==> config.mk <==
export PLATFORM = sky130hd
export DESIGN_NAME = gpio_pin_ownership_controller_top
export DESIGN_NICKNAME = d
export VERILOG_FILES = /design/src/hw/rtl/gpo_pkg.sv /design/src/hw/rtl/gpo_owner_ram.sv /design/src/hw/rtl/gpo_exec.sv /design/src/hw/rtl/gpio_pin_ownership_controller_top.sv
export SDC_FILE = /design/constraint.sdc
export NUM_CORES = 1
export LEC_CHECK = 0
export BUFFER_PORTS_ARGS = -buffer_cell sky130_fd_sc_hd__buf_4
export CAP_MARGIN = 20
export CORE_MARGIN = 5
export CORE_UTILIZATION = 35
export CTS_CLUSTER_DIAMETER = 60
export DETAILED_ROUTE_END_ITERATION = 16
export HOLD_SLACK_MARGIN = 0.08
export PLACE_DENSITY_LB_ADDON = 0.15
export SLEW_MARGIN = 40
export SYNTH_ARGS = -nofsm -noshare
export SYNTH_HDL_FRONTEND = slang
export SYNTH_SLANG_ARGS = --single-unit
==> constraint.sdc <==
create_clock -name clk -period 9.3 [get_ports clk]
set_clock_uncertainty 0.1 [all_clocks]
set_input_delay 0 -clock clk [delete_from_list [all_inputs] [get_ports clk]]
set_output_delay 0 -clock clk [all_outputs]
set_load 0.02 [all_outputs]
==> src/hw/rtl/gpo_pkg.sv <==
// Shared types, codes and constants of the GPIO pin ownership controller.
package gpo_pkg;

    localparam int GPO_NUM_PINS   = 32;
    localparam int GPO_OWNER_BITS = 16;

    localparam logic [31:0] GPO_RESERVED_RESET = 32'h0439_3063;

    localparam logic [1:0] VAL_SET         = 2'd1;
    localparam logic [1:0] VAL_MODE_INPUT  = 2'd0;
    localparam logic [1:0] VAL_MODE_OUTPUT = 2'd1;

    typedef enum logic [2:0] {
        OP_READ    = 3'd0,
        OP_WRITE   = 3'd1,
        OP_REQUEST = 3'd2,
        OP_FREE    = 3'd3,
        OP_TOGGLE  = 3'd4,
        OP_MODE    = 3'd5,
        OP_RELEASE = 3'd6,
        OP_INVALID = 3'd7
    } op_t;

    typedef enum logic [2:0] {
        ST_OK     = 3'd0,
        ST_BADPIN = 3'd1,
        ST_DENIED = 3'd2,
        ST_BUSY   = 3'd3,
        ST_BADCMD = 3'd4
    } status_t;

    typedef enum logic [1:0] {
        S_IDLE,
        S_EXEC,
        S_SCAN
    } state_t;

    typedef struct packed {
        status_t     status;
        logic        level;
        logic        owner_we;
        logic        owner_set;
        logic [31:0] latch_next;
        logic [31:0] dir_next;
    } exec_res_t;

endpackage

==> src/hw/rtl/gpo_owner_ram.sv <==
// Owner table memory: one write port, one registered read port, per-entry valid bits.
module gpo_owner_ram
    import gpo_pkg::*;
#(
    parameter int DEPTH = GPO_NUM_PINS,
    parameter int WIDTH = GPO_OWNER_BITS,
    localparam int ADDR_W = (DEPTH > 1) ? $clog2(DEPTH) : 1
)
(
    input  logic              clk,
    input  logic              rst_n,
    input  logic              rd_en,
    input  logic [ADDR_W-1:0] rd_addr,
    output logic [WIDTH-1:0]  rd_data,
    input  logic              wr_en,
    input  logic [ADDR_W-1:0] wr_addr,
    input  logic [WIDTH-1:0]  wr_data
);

    logic [WIDTH-1:0] owner_mem [DEPTH];
    logic [WIDTH-1:0] rd_data_reg;
    logic [DEPTH-1:0] valid_reg;
    logic             rd_valid_reg;

    always_ff @(posedge clk)
    begin
        if (wr_en)
        begin
            owner_mem[wr_addr] <= wr_data;
        end
        if (rd_en)
        begin
            rd_data_reg <= owner_mem[rd_addr];
        end
    end

    always_ff @(posedge clk or negedge rst_n)
    begin
        if (!rst_n)
        begin
            valid_reg    <= '0;
            rd_valid_reg <= 1'b0;
        end
        else
        begin
            if (wr_en)
            begin
                valid_reg[wr_addr] <= 1'b1;
            end
            if (rd_en)
            begin
                rd_valid_reg <= valid_reg[rd_addr];
            end
        end
    end

    assign rd_data = rd_valid_reg ? rd_data_reg : '0;

endmodule

==> src/hw/rtl/gpo_exec.sv <==
// Operation evaluation: checks ownership and mask, computes status, level and next state.
module gpo_exec
    import gpo_pkg::*;
#(
    parameter int NUM_PINS   = GPO_NUM_PINS,
    parameter int OWNER_BITS = GPO_OWNER_BITS
)
(
    input  op_t                   op,
    input  logic [4:0]            pin,
    input  logic [OWNER_BITS-1:0] who,
    input  logic [1:0]            value,
    input  logic [31:0]           pads,
    input  logic [OWNER_BITS-1:0] owner_rd,
    input  logic [31:0]           mask,
    input  logic [31:0]           latch,
    input  logic [31:0]           dir,
    output exec_res_t             res
);

    logic        pin_ok;
    logic [31:0] pin_bit;
    logic        reserved;
    logic        pad;
    logic        who_nz;
    logic        match;
    logic        is_owner;

    always_comb
    begin
        pin_ok   = {1'b0, pin} < 6'(NUM_PINS);
        pin_bit  = 32'd1 << pin;
        reserved = mask[pin];
        pad      = pads[pin];
        who_nz   = who != '0;
        match    = who_nz && (owner_rd == who);
        is_owner = pin_ok && match;

        res.status     = ST_OK;
        res.level      = 1'b0;
        res.owner_we   = 1'b0;
        res.owner_set  = 1'b0;
        res.latch_next = latch;
        res.dir_next   = dir;

        case (op)
            OP_INVALID:
            begin
                res.status = ST_BADCMD;
            end
            OP_RELEASE:
            begin
                res.owner_we = match;
            end
            default:
            begin
                if (!pin_ok)
                begin
                    res.status = ST_BADPIN;
                end
                else if (op == OP_READ)
                begin
                    res.level = pad;
                end
                else if (op == OP_WRITE)
                begin
                    if (reserved || !is_owner)
                    begin
                        res.status = ST_DENIED;
                    end
                    else if (value == VAL_SET)
                    begin
                        res.latch_next = latch | pin_bit;
                    end
                    else
                    begin
                        res.latch_next = latch & ~pin_bit;
                    end
                end
                else if (reserved)
                begin
                    res.status = ST_BADPIN;
                end
                else
                begin
                    case (op)
                        OP_REQUEST:
                        begin
                            if (!who_nz)
                            begin
                                res.status = ST_DENIED;
                            end
                            else if (owner_rd != '0)
                            begin
                                res.status = ST_BUSY;
                            end
                            else
                            begin
                                res.owner_we  = 1'b1;
                                res.owner_set = 1'b1;
                            end
                        end
                        OP_FREE:
                        begin
                            if (is_owner)
                            begin
                                res.owner_we = 1'b1;
                            end
                            else
                            begin
                                res.status = ST_BADPIN;
                            end
                        end
                        OP_TOGGLE:
                        begin
                            if (!is_owner)
                            begin
                                res.status = ST_DENIED;
                            end
                            else
                            begin
                                res.level      = ~pad;
                                res.latch_next = pad ? (latch & ~pin_bit) : (latch | pin_bit);
                            end
                        end
                        default:
                        begin
                            if (!is_owner)
                            begin
                                res.status = ST_DENIED;
                            end
                            else if (value == VAL_MODE_INPUT)
                            begin
                                res.dir_next = dir & ~pin_bit;
                            end
                            else if (value == VAL_MODE_OUTPUT)
                            begin
                                res.dir_next = dir | pin_bit;
                            end
                        end
                    endcase
                end
            end
        endcase
    end

endmodule

==> src/hw/rtl/gpio_pin_ownership_controller_top.sv <==
// Top level: request capture, sequencer, owner table, drive and direction registers.
// Sequence: single-pin ops pass S_EXEC, release-owner passes S_SCAN; done is registered from
// the last evaluation. busy covers both states, so a new transaction waits for S_IDLE. The scan
// reads and writes back one owner table entry per cycle on its single port pair.
// Reset: every pin free (owner table valid bits cleared), latch and directions zero,
// reserved mask 0x04393063; no clearing pass. The receiver cannot stall: done lasts one cycle.
module gpio_pin_ownership_controller_top
    import gpo_pkg::*;
#(
    parameter int NUM_PINS   = GPO_NUM_PINS,
    parameter int OWNER_BITS = GPO_OWNER_BITS
)
(
    input  logic        clk,
    input  logic        rst_n,
    input  logic        start,
    output logic        busy,
    input  logic [2:0]  operation,
    input  logic [4:0]  pin_number,
    input  logic [15:0] owner_id,
    input  logic [1:0]  value,
    input  logic [31:0] pad_levels,
    output logic        done,
    output logic [2:0]  status,
    output logic        level,
    output logic [31:0] drive_levels,
    output logic [31:0] output_enables,
    input  logic        cfg_valid,
    output logic        cfg_ready,
    input  logic [31:0] cfg_data
);

    localparam int PIN_IDX_W = (NUM_PINS > 1) ? $clog2(NUM_PINS) : 1;

    state_t state_reg;
    state_t state_next;

    op_t                   op_reg;
    logic [4:0]            pin_reg;
    logic [OWNER_BITS-1:0] who_reg;
    logic [1:0]            value_reg;
    logic [31:0]           pads_reg;

    logic [PIN_IDX_W-1:0]  scan_idx_reg;
    logic [PIN_IDX_W-1:0]  scan_idx_next;
    logic                  scan_last;

    logic [31:0]           mask_reg;
    logic [31:0]           latch_reg;
    logic [31:0]           dir_reg;
    logic                  done_reg;
    status_t               status_reg;
    logic                  level_reg;

    logic                  accept;
    logic                  pin_in_range;
    logic                  rd_en;
    logic [PIN_IDX_W-1:0]  rd_addr;
    logic [OWNER_BITS-1:0] owner_rd;
    logic                  wr_en;
    logic [PIN_IDX_W-1:0]  wr_addr;
    logic [OWNER_BITS-1:0] wr_data;
    logic                  load_result;
    exec_res_t             ex;

    assign busy         = state_reg != S_IDLE;
    assign accept       = start && !busy;
    assign pin_in_range = {1'b0, pin_number} < 6'(NUM_PINS);
    assign scan_last    = scan_idx_reg == PIN_IDX_W'(NUM_PINS - 1);
    assign cfg_ready    = 1'b1;

    always_comb
    begin
        state_next = state_reg;
        case (state_reg)
            S_IDLE:
            begin
                if (start)
                begin
                    state_next = (op_t'(operation) == OP_RELEASE) ? S_SCAN : S_EXEC;
                end
            end
            S_EXEC:
            begin
                state_next = S_IDLE;
            end
            S_SCAN:
            begin
                if (scan_last)
                begin
                    state_next = S_IDLE;
                end
            end
            default:
            begin
                state_next = S_IDLE;
            end
        endcase
    end

    always_comb
    begin
        rd_en         = 1'b0;
        rd_addr       = pin_number[PIN_IDX_W-1:0];
        wr_en         = 1'b0;
        wr_addr       = pin_reg[PIN_IDX_W-1:0];
        load_result   = 1'b0;
        scan_idx_next = '0;
        case (state_reg)
            S_IDLE:
            begin
                if (op_t'(operation) == OP_RELEASE)
                begin
                    rd_en   = start;
                    rd_addr = '0;
                end
                else
                begin
                    rd_en = start && pin_in_range;
                end
            end
            S_EXEC:
            begin
                wr_en       = ex.owner_we;
                load_result = 1'b1;
            end
            S_SCAN:
            begin
                rd_en         = !scan_last;
                rd_addr       = PIN_IDX_W'(scan_idx_reg + 1'b1);
                wr_en         = ex.owner_we;
                wr_addr       = scan_idx_reg;
                load_result   = scan_last;
                scan_idx_next = PIN_IDX_W'(scan_idx_reg + 1'b1);
            end
            default:
            begin
                load_result = 1'b0;
            end
        endcase
    end

    assign wr_data = ex.owner_set ? who_reg : '0;

    gpo_owner_ram #(
        .DEPTH (NUM_PINS),
        .WIDTH (OWNER_BITS)
    ) u_owner_ram (
        .clk     (clk),
        .rst_n   (rst_n),
        .rd_en   (rd_en),
        .rd_addr (rd_addr),
        .rd_data (owner_rd),
        .wr_en   (wr_en),
        .wr_addr (wr_addr),
        .wr_data (wr_data)
    );

    gpo_exec #(
        .NUM_PINS   (NUM_PINS),
        .OWNER_BITS (OWNER_BITS)
    ) u_exec (
        .op       (op_reg),
        .pin      (pin_reg),
        .who      (who_reg),
        .value    (value_reg),
        .pads     (pads_reg),
        .owner_rd (owner_rd),
        .mask     (mask_reg),
        .latch    (latch_reg),
        .dir      (dir_reg),
        .res      (ex)
    );

    // Hold the transaction payload for the read-modify-write.
    always_ff @(posedge clk)
    begin
        if (accept)
        begin
            op_reg    <= op_t'(operation);
            pin_reg   <= pin_number;
            who_reg   <= OWNER_BITS'(owner_id);
            value_reg <= value;
            pads_reg  <= pad_levels;
        end
        if (load_result)
        begin
            status_reg <= ex.status;
            level_reg  <= ex.level;
        end
    end

    always_ff @(posedge clk or negedge rst_n)
    begin
        if (!rst_n)
        begin
            state_reg    <= S_IDLE;
            scan_idx_reg <= '0;
            mask_reg     <= GPO_RESERVED_RESET;
            latch_reg    <= '0;
            dir_reg      <= '0;
            done_reg     <= 1'b0;
        end
        else
        begin
            state_reg    <= state_next;
            scan_idx_reg <= scan_idx_next;
            done_reg     <= load_result;
            if (cfg_valid && cfg_ready)
            begin
                mask_reg <= cfg_data;
            end
            if (load_result)
            begin
                latch_reg <= ex.latch_next;
                dir_reg   <= ex.dir_next;
            end
        end
    end

    assign done           = done_reg;
    assign status         = status_reg;
    assign level          = level_reg;
    assign drive_levels   = latch_reg;
    assign output_enables = dir_reg;

    a_done_after_busy: assert property (@(posedge clk) disable iff (!rst_n)
        done |-> $past(busy))
        else $error("result strobe without a preceding busy cycle");

    a_short_op_timing: assert property (@(posedge clk) disable iff (!rst_n)
        (start && !busy && op_t'(operation) != OP_RELEASE) |=> busy ##1 (done && !busy))
        else $error("single-pin transaction did not complete in two cycles");

    a_level_only_ok: assert property (@(posedge clk) disable iff (!rst_n)
        done |-> (!level || status == ST_OK))
        else $error("level set on a failed transaction");

endmodule
## Word-level counts from Yosys, hierarchy flattened

Memories as Yosys holds them, arrays and structs flattened. A register that Yosys moved wholly into a read port is not among the register bits.
Cells that the tools add are included.

| storage, ports and cells | value |
|---|---|
| bits in registers | 199 |
| bits in latches | 0 |
| bits in writable memories | 512 |
| memory bits (read-only) | 0 |
| output and inout port bits | 71 |
| word-level logic and storage cells | 134 |
| memories | 1 |

Memory list:

| name | words | bits a word | rd ports | clocked after memory_dff | write ports | RTL line | RTL |
|---|---|---|---|---|---|---|---|
| u_owner_ram.owner_mem | 32 | 16 | 1 | 1 | 1 | gpo_owner_ram.sv:20 | `logic [WIDTH-1:0] owner_mem [DEPTH];` |

| operators by class | value |
|---|---|
| add/sub/neg operators | 1 |
| multiply operators | 0 |
| div/mod/pow operators | 0 |
| magnitude comparators | 4 |
| equality and inequality tests | 16 |
| shift-type cells | 1 |
| multiplexer cells | 62 |
| bitwise gates (word level) | 12 |
| reduce and logical (&&, ||, !) cells | 22 |

Operators by type and width:

| operator | number |
|---|---|
| 2-to-1 mux 32 bit | 11 |
| OR 32 bit | 3 |
| 2-to-1 mux 67 bit | 1 |
| 2-to-1 mux 66 bit | 1 |
| 2-to-1 mux 65 bit | 1 |
| bitwise AND 32 bit | 2 |
| 2-to-1 mux 16 bit | 2 |
| inverter 32 bit | 1 |
| nonzero test 16 bit | 2 |
| << shifter 1 x 5 -> 32 bit, first input constant | 1 |
| 2-to-1 mux 2 bit | 14 |
| < comparator 5 x 6 -> 1 bit, second input constant | 3 |
| equality test 16 bit | 1 |
| binary-select mux 1 bit (select 5 bit) | 3 |
| 2-to-1 mux 5 bit | 3 |
| 2-to-1 mux 1 bit | 13 |
| equality test 3 bit, second input constant | 4 |
| 2-to-1 mux 3 bit | 4 |
| one-hot mux 5 bit (2 select lines) | 1 |
| != test 2 bit, second input constant | 4 |
| one-hot mux 1 bit (2 select lines) | 4 |
| one-hot mux 2 bit (2 select lines) | 2 |
| AND reduction 8 bit | 1 |
| nonzero test 2 bit | 4 |
| 19 further kinds | 32 |

## Logic depth before layout (Yosys ltp)

Gate-level depths: netlist of run 1.

| logic depth | value |
|---|---|
| depth in word-level cells | 17 |
| gate-level depth with buffers | 13 |
| gate-level depth less buffers | 10 |

## Cells and area by module

Synthesis of run 1 repeated with hierarchy kept, for this count alone.

| second synthesis, totals | value |
|---|---|
| cell total of the unflattened synthesis | 1569 |
| area, all modules | 30341.6 µm² |

By module, submodules not included:

| module | instances | cells each | area each (µm²) | seq. area each (µm²) |
|---|---|---|---|---|
| gpo_owner_ram | 1 | 913 | 21494.4 | 16681.0 |
| gpio_pin_ownership_controller_top | 1 | 335 | 6271.0 | 4478.0 |
| gpo_exec | 1 | 321 | 2576.2 | 0.0 |

## Worst setup path before layout of run 1

No wires, ideal clock.

| timing path | value |
|---|---|
| path type | reg2reg |
| from | reg pin_reg[0] |
| to | mem u_owner_ram.owner_mem[15][0] (netlist bit) (enable) |
| setup time | 0.430 ns |
| data arrival time | 3.796 ns |
| setup slack | 4.974 ns |
| cell stages (with the launch flop) | 10 |
| buffers on the path | 2 |
| clock period less this slack | 4.326 ns |
| cells stage by stage | edfxtp_1 > buf_6 > mux4_2 > mux2_2 > nand3_1 > nand4_2 > o22ai_1 > o31ai_1 > clkbuf_1 > nor4_1 |

| between the ends | value |
|---|---|
| word-level cells in the longest chain between the ends | 9 |
| elaborated cells between the ends (all ways) | 10 |
| those cells by class | mux (10) |

RTL lines:

| item | RTL line | RTL |
|---|---|---|
| start, declared | gpio_pin_ownership_controller_top.sv:39 | `logic [4:0] pin_reg;` |
| start signal, assigned | gpio_pin_ownership_controller_top.sv:181 | `pin_reg <= pin_number;` |
| binary-select mux 1 bit (select 5 bit) | gpo_exec.sv:33 | `reserved = mask[pin];` |
| 2-to-1 mux 1 bit (implied by the code) | gpo_exec.sv:33 |  |
| 2-to-1 mux 67 bit | gpo_exec.sv:80 | `else if (reserved)` |
| 2-to-1 mux 3 bit | gpo_exec.sv:65 | `else if (op == OP_WRITE)` |
| 2-to-1 mux 66 bit | gpo_exec.sv:61 | `else if (op == OP_READ)` |
| one-hot mux 1 bit (2 select lines) | gpo_exec.sv:46 | `case (op)` |
| 2-to-1 mux 1 bit | gpio_pin_ownership_controller_top.sv:109 | `case (state_reg)` |
| 2-to-1 mux 1 bit | gpo_owner_ram.sv:27 | `if (wr_en)` |
| 2-to-1 mux 1 bit (implied by the code) | gpo_owner_ram.sv:29 | `owner_mem[wr_addr] <= wr_data;` |
| end, declared | gpo_owner_ram.sv:20 |  |

Parallel ways exist; a longest one is shown, timed or not. The select of a mux whose other input is x is not followed.

## Final worst setup path of run 1

| timing path | value |
|---|---|
| from | reg state_reg[0] |
| to | reg u_owner_ram.rd_data_reg[14], read port of u_owner_ram.owner_mem, data pin |

| between the ends | value |
|---|---|
| word-level cells in the longest chain between the ends | 2 |
| elaborated cells between the ends (all ways) | 4 |
| those cells by class | eq/ne (1); mux (2); reduce/logical (1) |

RTL lines:

| item | RTL line | RTL |
|---|---|---|
| start, declared | gpio_pin_ownership_controller_top.sv:35 | `state_t state_reg;` |
| start signal, assigned | gpio_pin_ownership_controller_top.sv:206 | `state_reg <= state_next;` |
| equality test 2 bit or logical NOT 2 bit (tied branches) | gpio_pin_ownership_controller_top.sv:109 |  |
| one-hot mux 5 bit (2 select lines) or one-hot mux 1 bit (2 select lines) (tied branches) | gpio_pin_ownership_controller_top.sv:109 |  |
| end, declared | gpo_owner_ram.sv:21 | `logic [WIDTH-1:0] rd_data_reg;` |

Parallel ways exist; a longest one is shown, timed or not.
A chain may end at the register's enable or synchronous reset.

==> impl_results.md, run 1 <==
- Async set or reset register ratio after synthesis: 0.188
- Routed Antenna Nets: 0
- Worst Setup End Kind: register
- Die footprint: 93100 um2
- Status: complete, no violations
- Post-synth cell types: 62
- H-tree levels: 3
- Crit path arrival time: 5.09 ns
- Buffers on Ports: 163
- Buffers & Inverters on Critical Path: 4
- Detailed Routing Iterations Pass 1: 5
- Slew HR: 0.433
- Chip Width: 305 um
- HP Class: in -> reg
- Maximum capacitance violations: 0
- Largest register FFs: 512
- Commonest cells in the netlist: nand2_1 (592), edfxtp_1 (590), and3_1 (132), clkbuf_1 (132), dfrtp_1 (126)
- Clock buffer depth: 3
- Routed WL: 93.8 mm
- Iteration-0 DRC Markers: roughly 2k
- Chip Height: 305 um
- Total gr overflow: 0
- Clock transition at path regs: 0.06 ns
- Detail Placement HPWL: 53.5 mm
- Slowest CP cell: buf_4
- Cell family with most CP delay: buffers and inverters
- Highest Clock Rate: approximately 0.21 GHz
- Starting density of the core: 0.352
- Core region area: slightly below 90000 um2
- Synthesized area per cell: roughly 13 um2
- Pwr Density: about 210 nW/um2
- CTS buffer count: 85
- Worst path cell trace: inv_1 > ha_2 > nand2b_1 > a31oi_4 > buf_12 > buf_16 > buf_4 > nand2_1 > and3_1 > a311oi_1 > o21ai_0 > a22oi_1
- Synth Cell Area: just over 30000 um2
- Vias in the first global route: 20.9k
- Post-Place Setup Slack: 4.24 ns
- Final number of hold-violating endpoints: 0
- Post-CTS setup buffers: 0
- Yosys warns: 0
- Wire length of the first global-routing pass: between 100 and 150 mm
- Synth area leaders: edfxtp_1 (58%), dfrtp_1 (10%), nand2_1 (7.3%), a311oi_1 (2.9%), and3_1 (2.7%)
- Initial antenna violation count: 1
- Startpoint types: register
- Crit Path Max Fanout: 113
- # DRC: 0
- Worst Path Required: between 9 and 10 ns
- Total chip power: 0.00800 W
- Critical path class: reg -> reg
- Wire per inst: around 24 um
- Skew-Pair Late Insertion Delay: 0.64 ns
- CP peak stage delay: 0.70 ns
- Nets: 2778
- Clock tree sinks: between 700 and 800
- Number of setup violations in the final report: 0
- CTS tree: done
- Site Rows: 108
- P_leak: 14.5 nW
- Worst VDD drop: roughly 120 uV
- Vias: 21.0k
- Sequential area share after synthesis: 0.694
- FF+latch count, synth: 727
- Ys flop type: edfxtp_1
- Worst slew pin tran: 0.851 ns
- Top Ports: 165
- EDFF count, synth: 590
- Area growth, synth to finish: 25.9%
- RSZ-0062 raised after global routing: false
- Max-slew violation count: 0
- Vias per cell: 5.39
- Final min period: approximately 4.7 ns
- Syn nets: 2412
- Synth area leader: edfxtp_1
- Layout cell share with drive strength beyond 1: 0.199
- Final worst-path cycle share: 0.507
- Cell with the most instances after synthesis: nand2_1
- Final Worst Setup Slack: 4.58 ns
- Largest reg by FF count: u_owner_ram.owner_mem
- Final Wtd Congestion: just under 0.8
- Cells after Synth: roughly 2.3k
- Top-area cell type share of the netlist area: 0.581
- Root Buffer: clkbuf_16
- GRT Total Usage: 0.196
- Setup_tns: 0 ns
- Pin count of the biggest net entering global routing: 156
==> worst paths after layout <==
path / cells after the start / endpoint / startpoint / slack, ns
max: 12 / u_owner_ram.rd_data_reg[14]$_DFFE_PP_ / state_reg[0]$_DFFE_PN0P_ / 4.58
min: 2 / pin_reg[0]$_DFFE_PP_ / pin_number[0] / 0.15
max reg2reg: 12 / u_owner_ram.rd_data_reg[14]$_DFFE_PP_ / state_reg[0]$_DFFE_PN0P_ / 4.58
min reg2reg: 1 / u_owner_ram.valid_reg[17]$_DFFE_PN0P_ / u_owner_ram.valid_reg[17]$_DFFE_PN0P_ / 0.36
max in group asynchronous: 4 / u_owner_ram.valid_reg[16]$_DFFE_PN0P_ / rst_n / 7.94
min in group asynchronous: 3 / mask_reg[1]$_DFFE_PN1P_ / rst_n / 0.46
==> power breakdown <==
group          switching (W)  internal [W]
logic               0.000638      0.000383
clock network        0.00134       0.00189
registers           0.000107       0.00364
==> through the flow <==
step / util / area, um2 / hold slack (ns) / std cells
after floorplan: - / 30500 / -0.396 / 2313
after global placement: 0.384 / 33300 / -0.0554 / 3523
after detailed placement: 0.387 / 33500 / -0.0483 / 3536
after CTS: 0.443 / 38400 / 0.106 / 3901
after global routing: 0.443 / 38400 / 0.144 / 3901
final: 0.443 / 38400 / 0.148 / 3903
==> cells in the final DEF (no fill, tap or decap), types with 32 or more instances in the layout <==
cell type	count
o21ai_0	49
clkbuf_16	86
a41o_1	32
nand3_1	32
dfrtp_1	126
mux2_1	38
nand2_1	590
mux2_2	61
nor3_2	43
edfxtp_1	590
a311oi_1	100
and3_1	132
a31oi_1	32
buf_4	222
dlygate4sd3_1	210
==> kinds of logic (layout without fill, tap and decap cells) <==
group	Yosys count	in the layout	share of synthesized area
AND/OR/NAND/NOR	951	951	0.148
flip-flops	727	727	0.694
AO/OA/AOI/OAI	313	313	0.0784
buffers and inverters	180	613	0.0240
multiplexers	124	124	0.0501
XOR/XNOR	12	12	0.00345
adder cells (fa/ha/maj)	5	5	0.00205
other	1	3	0.000123
==> cell type report <==
cell class	instances	area, um2
flip-flops and latches	727	21200
multi-input cells	1406	8970
well taps	1155	1450
clock inverters	37	379
clock buffers	117	2350
repair buffers	449	4040
fillers	7763	48200
diodes	2	5.00
inverters	10	37.5
==> routing by layer <==
metal,share of wire,wire (um),track usage
met5,0,0,0
met2,0.46,43600,0.314
met3,0.070,6590,0.0359
met4,0.021,1930,0.0494
met1,0.44,41700,0.278
==> repair_timing <==
action	in CTS	in global routing
hold buffers	211	0
setup endpoints to repair	0	0
gates resized for setup	0	0
hold endpoints to repair	230	0
Note: power is estimated with default switching activity, not from simulation.
==> run 2, diff against run 1 <==
==> constraint.sdc (replaced) <==
create_clock -name clk -period 4 [get_ports clk]
set_clock_uncertainty 0.1 [all_clocks]
set_input_delay 0 -clock clk [delete_from_list [all_inputs] [get_ports clk]]
set_output_delay 0 -clock clk [all_outputs]
set_load 0.02 [all_outputs]
==> impl_results.md, run 2 (same netlist as run 1, synthesis figures left out) <==
- Starting density of the core: 0.352 (unchanged)
- Final worst-path cycle share: 0.955 (+0.448)
- Worst path cell trace: inv_1 > ha_1 > nor2b_1 > buf_4 > a31oi_4 > buf_12 > buf_12 > nand2_1 > and3_1 > a311oi_1 > a211oi_1 > a22oi_1
- Detailed Routing Iterations Pass 1: 5 (unchanged)
- Cell mode on critical path: buf_12
- Setup_tns: 0 ns (unchanged)
- Cell family with most CP delay: compound AO/OA/AOI/OAI gates
- Skew-Pair Late Insertion Delay: 0.64 ns (about the same)
- Wire length of the first global-routing pass: 143 mm (+2.3%)
- Largest reg by FF count: u_owner_ram.owner_mem
- Fillcell total: 7697 (-0.85%)
- Worst hold path depth: 2 (unchanged)
- Post-Layout Inst Area: 39300 um2 (+2.3%)
- # DRC: 0 (unchanged)
- Highest Clock Rate: 0.262 GHz (+24%)
- Max-slew violation count: 0 (unchanged)
- Leading cell types in the layout, fill and taps excluded: nand2_1 (592), edfxtp_1 (590), buf_4 (271)
- Number of setup violations in the final report: 0 (unchanged)
- Post-CTS setup buffers: 0 (unchanged)
- Startpoint types: register
- Slowest CP cell: a211oi_1
- Worst slew pin tran: 0.815 ns (-0.0362 ns)
- Final min period: 3.82 ns (-0.898 ns)
- Area growth, synth to finish: 28.8%
- Vias: 21.2k (+0.84%)
- Status: complete, no violations
- Pwr Density: 490 nW/um2 (+140%)
- Critical path class: reg -> reg
- HP Class: in -> reg
- Iteration-0 DRC Markers: 2004 (+2.5%)
- Worst Path Required: 4.25 ns (-5.42 ns)
- Initial antenna violation count: 6 (+5)
- Buffers & Inverters on Critical Path: 4 (unchanged)
- Pin count of the biggest net entering global routing: 102 (-35%)
- Clock transition at path regs: 0.06 ns (about the same)
- Detail Placement HPWL: 58.7 mm (+9.6%)
- WP depth: 12 (unchanged)
- Root Buffer: clkbuf_16
- Site Rows: 108 (unchanged)
- Routed WL: 96.7 mm (+3.1%)
- P_leak: 14.9 nW (+2.9%)
- Slew HR: 0.454 (+0.0208)
- Final number of hold-violating endpoints: 0 (unchanged)
- RSZ-0062 raised after global routing: false
- Register area: 21200 um2 (unchanged)
- Crit Path Max Fanout: 56 (-50%)
- Routed Antenna Nets: 0 (unchanged)
- Layout cell share with drive strength beyond 1: 0.217 (+0.0175)
- Chip Width: 305 um (unchanged)
- Final Wtd Congestion: 0.825 (+3.7%)
- Total gr overflow: 0 (unchanged)
- GRT Total Usage: 0.201 (+0.00558)
- Most common cell after layout, fill and taps aside: nand2_1
- Die footprint: 93100 um2 (unchanged)
- Multi-input logic area: 8890 um2 (-0.92%)
- Clock tree sinks: 727 (unchanged)
- Vias in the first global route: 21.4k (+2.8%)
- CTS tree: done
- Worst VDD drop: 330 uV (+180%)
- Chip Height: 305 um (unchanged)
- Maximum capacitance violations: 0 (unchanged)
- Placed inst area: 34200 um2 (+2.0%)
- Largest register FFs: 512 (unchanged)
- Clock buffer depth: 3 (unchanged)
- CP peak stage delay: 0.71 ns (about the same)
- CTS buffer count: 87 (+2.4%)
- Crit path arrival time: 4.07 ns (-1.02 ns)
- Worst Setup End Kind: register
- Vias per cell: 5.33 (-1.1%)
- Core region area: 86600 um2 (unchanged)
- Placed Cells: 3601 (+1.8%)
- Nets: 2849 (+2.6%)
- Wire per inst: 24.3 um (+1.1%)
- Buffers on Ports: 163 (unchanged)
- Worst r2r path cells: 12 (unchanged)
- H-tree levels: 3 (unchanged)
- Fin cells: 3980 (+2.0%)
- Top Ports: 165 (unchanged)
[run 2: through the flow]
step	hold slack (ns)	worst slack (ns)	utilization	power, W
global route	0.115	0.0505	0.453	0.0200
global placement	0.0791	0.0114	0.394	0.0112
finish	0.125	0.179	0.453	0.0193
detailed placement	0.0101	0.108	0.395	0.0113
CTS	0.0980	0.0712	0.453	0.0194
floorplan	-0.396	-0.326	-	0.0101
[run 2: worst paths after layout]
path,from,end,slack (ns)
hold / removal,pin_number[1],pin_reg[1]$_DFFE_PP_,0.13
max in group asynchronous,rst_n,u_owner_ram.valid_reg[24]$_DFFE_PN0P_,2.92
setup / recovery,state_reg[0]$_DFFE_PN0P_,u_owner_ram.rd_data_reg[6]$_DFFE_PP_,0.18
setup reg to reg,state_reg[0]$_DFFE_PN0P_,u_owner_ram.rd_data_reg[6]$_DFFE_PP_,0.18
min in group asynchronous,rst_n,asynchronous set/reset pin,0.42
hold reg to reg,u_owner_ram.valid_reg[29]$_DFFE_PN0P_,u_owner_ram.valid_reg[29]$_DFFE_PN0P_,0.36
[run 2: layout make-up]
class | count | area share
flip-flops and latches | 727 | 0.539
diodes | 1 | 0.0000637
multi-input cells | 1406 | 0.226
clock inverters | 48 | 0.0127
inverters | 10 | 0.000956
well taps | 1155 | 0.0368
repair buffers | 518 | 0.123
clock buffers | 115 | 0.0608
[run 2: what timing repair did]
item | 4_1_cts | 5_1_grt
endpoints found under the setup margin | 0 | 5
resized for setup | 0 | 2
hold buffers | 214 | 0
hold endpoints to repair | 219 | 0
[run 2: layer usage]
layer | up-vias | GRT usage | part of all wire
met1 | 10700 | 0.280 | 0.44
met2 | 792 | 0.322 | 0.46
met3 | 122 | 0.0448 | 0.076
li1 | 9581 | - | -
met4 | 4 | 0.0544 | 0.024
met5 | - | 0 | 0.00028
[run 2: report_power, final]
part	internal, W	leakage (nW)	switching [W]
Sequential	0.00845	6.64	0.000231
Combinational	0.00102	6.85	0.00164
Clock	0.00470	1.40	0.00322
Total	0.0142	14.9	0.00509
